`src/hdl/bul_pkg.sv`:
```
// bul_pkg: shared types and constants for the bounded unique ordered list.
// Used by bul_cell, bul_ctrl and bounded_unique_ordered_list. No dependencies.

package bul_pkg;

   localparam int KEY_W        = 32;
   localparam int IDX_W        = 8;
   localparam int OP_W         = 3;
   localparam int CNT_OUT_W    = 6;
   localparam int CAPACITY_DEF = 32;
   // signed width for index and count arithmetic (covers counts up to 511)
   localparam int CALC_W       = 10;

   localparam logic [OP_W-1:0] OP_ADD     = 3'd0;
   localparam logic [OP_W-1:0] OP_REM_IDX = 3'd1;
   localparam logic [OP_W-1:0] OP_REM_KEY = 3'd2;
   localparam logic [OP_W-1:0] OP_READ    = 3'd3;
   localparam logic [OP_W-1:0] OP_CLEAR   = 3'd4;

   typedef struct packed {
      logic [OP_W-1:0]         op;
      logic [KEY_W-1:0]        key;
      logic signed [IDX_W-1:0] index;
   } req_type;

   typedef struct packed {
      logic                 ok;
      logic                 hit;
      logic [KEY_W-1:0]     read_key;
      logic [CNT_OUT_W-1:0] entry_count;
   } rsp_type;

endpackage

```
`src/hdl/bul_cell.sv`:
```
// bul_cell: one slot of the list; takes its neighbor's key on every shift.
// Depends on bul_pkg.

module bul_cell (
   input  logic                      clock,
   input  logic                      reset,
   input  logic                      shift,
   input  logic [bul_pkg::KEY_W-1:0] nbr_key,
   output logic [bul_pkg::KEY_W-1:0] slot_key
);

   logic [bul_pkg::KEY_W-1:0] key_ff, key_in;

   always_comb begin
      key_in = key_ff;
      if (shift) begin
         key_in = nbr_key;
      end
   end

   always_ff @(posedge clock) begin
      if (reset) begin
         key_ff <= '0;
      end else begin
         key_ff <= key_in;
      end
   end

   assign slot_key = key_ff;

endmodule

```
`src/hdl/bul_ctrl.sv`:
```
// bul_ctrl: sequencer for the cell ring. Walks the ring once per word, picks
// the key fed back into the tail cell, holds the count and the result word.
// Depends on bul_pkg.

module bul_ctrl #(
   parameter int CAPACITY = bul_pkg::CAPACITY_DEF
) (
   input  logic                      clock,
   input  logic                      reset,
   input  logic                      req_valid,
   output logic                      req_ready,
   input  bul_pkg::req_type          req_data,
   output logic                      rsp_valid,
   input  logic                      rsp_ready,
   output bul_pkg::rsp_type          rsp_data,
   input  logic [bul_pkg::KEY_W-1:0] head_key,
   input  logic [bul_pkg::KEY_W-1:0] next_key,
   output logic                      shift,
   output logic [bul_pkg::KEY_W-1:0] tail_key
);

   localparam int TW = (CAPACITY > 1) ? $clog2(CAPACITY) : 1;
   localparam int CW = $clog2(CAPACITY + 1);
   localparam logic signed [bul_pkg::CALC_W-1:0] ONE_S = 1;

   typedef enum logic [1:0] {ST_IDLE, ST_RUN, ST_FIN} state_type;

   state_type                   state_ff, state_in;
   logic [bul_pkg::OP_W-1:0]    op_ff, op_in;
   logic [bul_pkg::KEY_W-1:0]   key_ff, key_in;
   logic [TW-1:0]               pos_ff, pos_in;
   logic                        pos_ok_ff, pos_ok_in;
   logic [TW-1:0]               step_ff, step_in;
   logic                        hit_ff, hit_in;
   logic [bul_pkg::KEY_W-1:0]   rkey_ff, rkey_in;
   logic [CW-1:0]               count_ff, count_in;
   bul_pkg::rsp_type            rsp_ff, rsp_in;
   logic                        rsp_valid_ff, rsp_valid_in;

   logic signed [bul_pkg::CALC_W-1:0] sidx, scnt, sclamp;
   logic in_use, match, room, at_tail, more_after, first;

   always_comb begin
      sidx       = bul_pkg::CALC_W'(req_data.index);
      scnt       = signed'(bul_pkg::CALC_W'(count_ff));
      sclamp     = (sidx >= scnt) ? (scnt - ONE_S) : sidx;
      if (sclamp < 0) begin
         sclamp = '0;
      end
      in_use     = CW'(step_ff) < count_ff;
      at_tail    = CW'(step_ff) == count_ff;
      more_after = ({1'b0, CW'(step_ff)} + (CW+1)'(1)) < {1'b0, count_ff};
      room       = count_ff < CW'(CAPACITY);
      match      = in_use && (head_key == key_ff);
      first      = !hit_ff && match;
   end

   always_comb begin
      state_in     = state_ff;
      op_in        = op_ff;
      key_in       = key_ff;
      pos_in       = pos_ff;
      pos_ok_in    = pos_ok_ff;
      step_in      = step_ff;
      hit_in       = hit_ff;
      rkey_in      = rkey_ff;
      count_in     = count_ff;
      rsp_in       = rsp_ff;
      rsp_valid_in = rsp_valid_ff && !rsp_ready;
      req_ready    = 1'b0;
      shift        = 1'b0;
      tail_key     = head_key;
      case (state_ff)
         ST_IDLE: begin
            req_ready = 1'b1;
            if (req_valid) begin
               op_in     = req_data.op;
               key_in    = req_data.key;
               step_in   = '0;
               hit_in    = 1'b0;
               rkey_in   = '0;
               pos_ok_in = (sidx >= 0) && (sidx < scnt);
               pos_in    = (req_data.op == bul_pkg::OP_READ) ? sclamp[TW-1:0]
                                                             : sidx[TW-1:0];
               state_in  = ST_RUN;
            end
         end
         ST_RUN: begin
            shift = 1'b1;
            case (op_ff)
               bul_pkg::OP_ADD: begin
                  if (room && match) begin
                     hit_in = 1'b1;
                  end
                  if (room && at_tail && !hit_ff) begin
                     tail_key = key_ff;
                  end
               end
               bul_pkg::OP_REM_IDX: begin
                  if (pos_ok_ff && (step_ff >= pos_ff) && more_after) begin
                     tail_key = next_key;
                  end
               end
               bul_pkg::OP_REM_KEY: begin
                  if (first) begin
                     hit_in = 1'b1;
                  end
                  if ((hit_ff || first) && more_after) begin
                     tail_key = next_key;
                  end
               end
               bul_pkg::OP_READ: begin
                  if (step_ff == pos_ff) begin
                     rkey_in = head_key;
                  end
               end
               default: begin
               end
            endcase
            step_in = step_ff + TW'(1);
            if (step_ff == TW'(CAPACITY - 1)) begin
               state_in = ST_FIN;
            end
         end
         ST_FIN: begin
            if (!rsp_valid_ff || rsp_ready) begin
               rsp_in.ok       = 1'b1;
               rsp_in.hit      = 1'b0;
               rsp_in.read_key = '0;
               case (op_ff)
                  bul_pkg::OP_ADD: begin
                     rsp_in.ok  = room;
                     rsp_in.hit = hit_ff;
                     if (room && !hit_ff) begin
                        count_in = count_ff + CW'(1);
                     end
                  end
                  bul_pkg::OP_REM_IDX: begin
                     rsp_in.hit = pos_ok_ff;
                     if (pos_ok_ff) begin
                        count_in = count_ff - CW'(1);
                     end
                  end
                  bul_pkg::OP_REM_KEY: begin
                     rsp_in.hit = hit_ff;
                     if (hit_ff) begin
                        count_in = count_ff - CW'(1);
                     end
                  end
                  bul_pkg::OP_READ: begin
                     rsp_in.read_key = rkey_ff;
                  end
                  bul_pkg::OP_CLEAR: begin
                     count_in = '0;
                  end
                  default: begin
                  end
               endcase
               rsp_in.entry_count = bul_pkg::CNT_OUT_W'(count_in);
               rsp_valid_in       = 1'b1;
               state_in           = ST_IDLE;
            end
         end
         default: begin
            state_in = ST_IDLE;
         end
      endcase
   end

   always_ff @(posedge clock) begin
      if (reset) begin
         state_ff     <= ST_IDLE;
         count_ff     <= '0;
         rsp_valid_ff <= 1'b0;
      end else begin
         state_ff     <= state_in;
         count_ff     <= count_in;
         rsp_valid_ff <= rsp_valid_in;
      end
      op_ff     <= op_in;
      key_ff    <= key_in;
      pos_ff    <= pos_in;
      pos_ok_ff <= pos_ok_in;
      step_ff   <= step_in;
      hit_ff    <= hit_in;
      rkey_ff   <= rkey_in;
      rsp_ff    <= rsp_in;
   end

   assign rsp_valid = rsp_valid_ff;
   assign rsp_data  = rsp_ff;

   a_count_bound: assert property (@(posedge clock) disable iff (reset)
      count_ff <= CW'(CAPACITY))
      else $error("entry count above capacity");

   a_fin_loads: assert property (@(posedge clock) disable iff (reset)
      (state_ff == ST_FIN && (!rsp_valid_ff || rsp_ready))
      |=> (rsp_valid_ff && state_ff == ST_IDLE))
      else $error("finished word not loaded into result register");

   a_fail_full: assert property (@(posedge clock) disable iff (reset)
      (rsp_valid_ff && !rsp_ff.ok) |-> (count_ff == CW'(CAPACITY)))
      else $error("failed add with room left");

   a_hit_ops: assert property (@(posedge clock) disable iff (reset)
      (state_ff == ST_RUN && hit_ff)
      |-> (op_ff == bul_pkg::OP_ADD || op_ff == bul_pkg::OP_REM_KEY))
      else $error("search hit on an op without a search");

endmodule

```
`src/hdl/bounded_unique_ordered_list.sv`:
```
// bounded_unique_ordered_list: top level; a ring of bul_cell slots run by bul_ctrl.
// Depends on bul_pkg, bul_cell, bul_ctrl.
//
//   channel  direction  handshake             payload
//   req      in         req_valid/req_ready   req_data (op, key, index)
//   rsp      out        rsp_valid/rsp_ready   rsp_data (ok, hit, read_key, entry_count)
//
// Each word runs in steps: accept, one full rotation of the cell ring
// (one slot reaches the head cell per cycle), then posting of the result.
// Reset clears all slots and the count at once; no sweep follows.
// A new word is accepted while the previous result waits; the ring holds its
// finished result until the result register is free.

module bounded_unique_ordered_list #(
   parameter int CAPACITY = bul_pkg::CAPACITY_DEF
) (
   input  logic             clock,
   input  logic             reset,
   input  logic             req_valid,
   output logic             req_ready,
   input  bul_pkg::req_type req_data,
   output logic             rsp_valid,
   input  logic             rsp_ready,
   output bul_pkg::rsp_type rsp_data
);

   logic [bul_pkg::KEY_W-1:0] slot_key [CAPACITY];
   logic [bul_pkg::KEY_W-1:0] tail_key;
   logic                      shift;

   bul_ctrl #(
      .CAPACITY (CAPACITY)
   ) u_ctrl (
      .clock     (clock),
      .reset     (reset),
      .req_valid (req_valid),
      .req_ready (req_ready),
      .req_data  (req_data),
      .rsp_valid (rsp_valid),
      .rsp_ready (rsp_ready),
      .rsp_data  (rsp_data),
      .head_key  (slot_key[0]),
      .next_key  (slot_key[1]),
      .shift     (shift),
      .tail_key  (tail_key)
   );

   for (genvar i = 0; i < CAPACITY; i++) begin : g_cell
      if (i == CAPACITY - 1) begin : g_tail
         bul_cell u_cell (
            .clock    (clock),
            .reset    (reset),
            .shift    (shift),
            .nbr_key  (tail_key),
            .slot_key (slot_key[i])
         );
      end else begin : g_body
         bul_cell u_cell (
            .clock    (clock),
            .reset    (reset),
            .shift    (shift),
            .nbr_key  (slot_key[i+1]),
            .slot_key (slot_key[i])
         );
      end
   end

endmodule
```
`config.mk`:
```
export PLATFORM = sky130hd
export DESIGN_NAME = bounded_unique_ordered_list
export DESIGN_NICKNAME = d
export VERILOG_FILES = /design/src/hdl/bul_pkg.sv /design/src/hdl/bul_cell.sv /design/src/hdl/bul_ctrl.sv /design/src/hdl/bounded_unique_ordered_list.sv
export SDC_FILE = /design/constraint.sdc
export NUM_CORES = 2
export LEC_CHECK = 0
export ABC_AREA = 1
export ABC_CLOCK_PERIOD_IN_PS = 4300
export BUFFER_PORTS_ARGS = -buffer_cell sky130_fd_sc_hd__buf_4
export CAP_MARGIN = 10
export CORE_UTILIZATION = 30
export CTS_CLUSTER_SIZE = 28
export DETAILED_ROUTE_END_ITERATION = 16
export GPL_TIMING_DRIVEN = 0
export PLACE_DENSITY_LB_ADDON = 0.3
export SYNTH_ARGS = -nofsm -noshare
export SYNTH_HDL_FRONTEND = slang
export SYNTH_SLANG_ARGS = --single-unit
```
`constraint.sdc`:
```
create_clock -name clock -period 4.3 [get_ports clock]
set_input_delay 0.645 -clock clock [delete_from_list [all_inputs] [get_ports clock]]
set_output_delay 0.645 -clock clock [all_outputs]
set_load 0.05 [all_outputs]
```
==> flow_summary_export.csv <==
group,metric,value,unit
outcome,status,"finished, final reports clean",
cells_and_area,final_common_cell,"nor2_1",
critical_path,startpoint,"u_ctrl.step_ff[0]$_SDFFCE_PN0P_",
grt,first_global_vias,34200,
clocking,cts_tree,"yes",
yosys,synthCells,5498,
critical_path,critPathLaunchType,"register",
yosys,synth_nets,5571,
grt,grt_pass1_wl,187000,um
routing,viasPerCell,4.61,
die,die_x,380,um
hold_path,hold_class,"in2reg",
yosys,ys.flop_type,"dfxtp_1",
routing,drcViolationCount,0,
placement,gp_congestion,0.922,
pwr,combinationalPowerShare,0.107,
clocking,ctsRootBufferMaster,"clkbuf_16",
timing,drv_slew,0,
pwr,ir_drop,0.000321,V
yosys,ys_ff_latch,1152,
grt,antenna_found_initial,1,
routing,drtIter0Drc,2823,
pwr,p_clk_frac,0.406,
clocking,clkTransAtPathRegs,0.07,ns
yosys,synth_cell_types,40,
pwr,power_density,504,nW/um2
grt,grt_overflow,0,
pwr,cellLeakagePower,21.6,nW
clocking,post_cts_buffers,0,
clocking,clock_sinks,1152,
yosys,yosys.area.top_type_share,0.482,
timing,slew_headroom,0.238,
die,coreArea,142000,um2
yosys,yosys.area.top_type,"dfxtp_1",
yosys,avgSynthCellArea,7.80,um2
critical_path,rrSetupSlack,0.79,ns
critical_path,rr_worst_depth,18,
timing,final.min_clock_period,3.51,ns
pwr,p_sw_frac,0.268,
critical_path,crit_end,"g_cell[31].g_tail.u_cell.slot_key[5]$_SDFFE_PP0P_",
routing,post_drt_wl_per_cell,15.3,um
clocking,ctsResizeCount,0,
pwr,seqPwrFrac,0.488,
placement,dp_hpwl,86400,um
placement,placed_cell_area,46000,um2
grt,grt_max_degree,41,
cells_and_area,fillers,14900,
die,die_h,380,um
timing,tightestPinTransition,1.14,ns
timing,setup_viol,0,
yosys,yosysSeqAreaShare,0.565,
routing,wirelength,118000,um
timing,clock.fmax,0.285,GHz
timing,final.setup.tns,0,ns
cells_and_area,finish.net_count,5778,
cells_and_area,stdcell_area,49800,um2
critical_path,cp-end-kind,"register",
clocking,cts.path.max_buffers,3,
critical_path,r2r_start,"u_ctrl.step_ff[0]$_SDFFCE_PN0P_",
die,design.die.area,145000,um2
yosys,synthArstFlopShare,0,
timing,post-route-period-util,0.816,
critical_path,worstSetupPathType,"reg2reg",
timing,rsz0062_at_grt,"no",
critical_path,worstPathRequired,4.97,ns
cells_and_area,final_cell_mix,"1967 x nor2_1, 1033 x dfxtp_1, 1009 x o21ai_0, 383 x clkbuf_1, 339 x nand2_1",
pwr,power_switching,6.73,mW
yosys,yosys_warnings,0,
grt,grtUsageTotal,0.160,
clocking,numCtsBuffers,114,
die,io_pins,89,
die,start_util,0.303,
job,cap_violations,0,
routing,drtPass1Iterations,5,
cells_and_area,drive_gt1_frac,0.0567,
timing,skew,0.0353,ns
yosys,synth_edf_count,119,
clocking,postCtsHoldBufs,0,
clocking,clk_latency,0.74,ns
clocking,htree_levels,3,
yosys,netlist_area,42900,um2
critical_path,critPathMaxFanout,10,
pwr,power.internal,18.4,mW
routing,ant_nets,0,
cells_and_area,syn2layout_area_growth,16.2,%
critical_path,reg2reg_to,"g_cell[31].g_tail.u_cell.slot_key[5]$_SDFFE_PP0P_",
die,rows,138,
placement,port_buffers,88,
timing,hold_viol,0,
critical_path,arrival,4.18,ns
yosys,yosys-top-cells-area,"dfxtp_1 48%, nor2_1 17%, o21ai_0 12%, edfxtp_1 8.3%, clkbuf_1 3.1%",
routing,vias,35500,
==> cell type report <==
class | count | area (um2) | share of cell area
Timing Repair Buffer | 91 | 716 | 0.0144
Inverter | 228 | 858 | 0.0172
Tap cell | 1890 | 2360 | 0.0474
Clock inverter | 49 | 576 | 0.0115
Clock buffer | 162 | 3260 | 0.0655
Buffer | 390 | 1520 | 0.0305
Multi-Input combinational cell | 3728 | 16300 | 0.327
Antenna cell | 1 | 2.50 | 0.0000502
Sequential cell | 1152 | 24300 | 0.487
==> flip-flops by register name, indices dropped and copies added (netlist names) <==
register	count
g_cell.g_body.u_cell.slot_key	992
g_cell.g_tail.u_cell.slot_key	32
u_ctrl.count_ff	6
u_ctrl.hit_ff	1
u_ctrl.key_ff	32
u_ctrl.op_ff	3
u_ctrl.pos_ff	5
u_ctrl.pos_ok_ff	1
u_ctrl.rkey_ff	32
u_ctrl.rsp_data	40
u_ctrl.rsp_valid	1
u_ctrl.state_ff	2
u_ctrl.step_ff	5
==> metal layers <==
| layer | track usage | wire (um) | up-vias |
|---|---|---|---|
| met5 | 0 | 0 | - |
| met1 | 0.229 | 59000 | 16500 |
| li1 | - | - | 18100 |
| met4 | 0.0497 | 2870 | 0 |
| met2 | 0.242 | 49500 | 751 |
| met3 | 0.0278 | 6620 | 168 |
==> how the worst min path moves through the flow <==
stage                                                           start                                                 to  slack (ns)  cells past startpoint
global route                                             req_data[28]                        u_ctrl.key_ff[20]$_DFFE_PP_        0.05                      1
detailed placement  g_cell[3].g_body.u_cell.slot_key[16]$_SDFFE_PP0P_  g_cell[2].g_body.u_cell.slot_key[16]$_SDFFE_PP0P_        0.46                      2
CTS                                                      req_data[28]                        u_ctrl.key_ff[20]$_DFFE_PP_        0.01                      1
floorplan           g_cell[31].g_tail.u_cell.slot_key[0]$_SDFFE_PP0P_  g_cell[31].g_tail.u_cell.slot_key[0]$_SDFFE_PP0P_        0.45                      2
global placement    g_cell[6].g_body.u_cell.slot_key[31]$_SDFFE_PP0P_  g_cell[5].g_body.u_cell.slot_key[31]$_SDFFE_PP0P_        0.46                      2
finish                                                   req_data[28]                        u_ctrl.key_ff[20]$_DFFE_PP_        0.08                      1
==> cell families (layout without fill, tap and decap cells) <==
logic type,Yosys count,count (layout),share of synthesized area
AOI/OAI and AO/OA,1203,1203,0.144
xor gates and xnor gates,23,23,0.00470
adders and majority gates,27,27,0.00782
buffers and inverters,618,920,0.0554
DFF,1152,1152,0.565
other,0,1,0
and+or+nand+nor,2475,2475,0.223
==> through the flow <==
stage | std cells | hold WS, ns | util | setup WS, ns | power [mW]
finish | 7691 | 0.0775 | 0.352 | 0.791 | 25.1
global route | 7690 | 0.0526 | 0.352 | 0.549 | 26.3
CTS | 7690 | 0.0150 | 0.352 | 0.844 | 25.3
detailed placement | 7479 | 0.459 | 0.324 | 0.885 | 15.1
global placement | 7476 | 0.458 | 0.324 | -1.57 | 15.1
floorplan | 5498 | 0.446 | - | 0.423 | 14.1
==> power by group through the flow <==
stage | clock [mW] | sequential, mW | combinational [mW]
floorplan | 0 | 12.3 | 1.87
global placement | 0 | 12.5 | 2.63
detailed placement | 0 | 12.5 | 2.65
CTS | 10.4 | 12.2 | 2.68
global route | 10.8 | 12.3 | 3.08
finish | 10.2 | 12.3 | 2.68
==> synth_stat cells (5+ instances only) <==
| master | n |
|---|---|
| dfxtp_1 | 1033 |
| clkinv_1 | 25 |
| ha_1 | 26 |
| a21oi_2 | 9 |
| inv_1 | 197 |
| nor3_1 | 6 |
| o211ai_1 | 36 |
| buf_2 | 24 |
| nand3_1 | 148 |
| edfxtp_1 | 119 |
| clkbuf_1 | 357 |
| buf_1 | 5 |
| xnor2_1 | 16 |
| nand2_1 | 339 |
| a21oi_1 | 134 |
| xor2_1 | 7 |
| o21ai_0 | 1009 |
| nor2_1 | 1968 |
| inv_2 | 5 |
==> critical path, cell delays in order (launching register included) <==
cell,delay [ns]
edfxtp_1,0.49
ha_1,0.26
nand2_1,0.10
nor2_1,0.05
ha_1,0.29
ha_1,0.30
a21o_1,0.18
a21oi_1,0.11
nand2_1,0.13
nor2_2,0.34
nand2_1,0.25
buf_2,0.28
nand2_1,0.08
nand3_1,0.06
nand2_1,0.11
inv_1,0.06
nand2_1,0.07
nand2_1,0.12
a21oi_2,0.14
(Power assumes the default switching activity.)
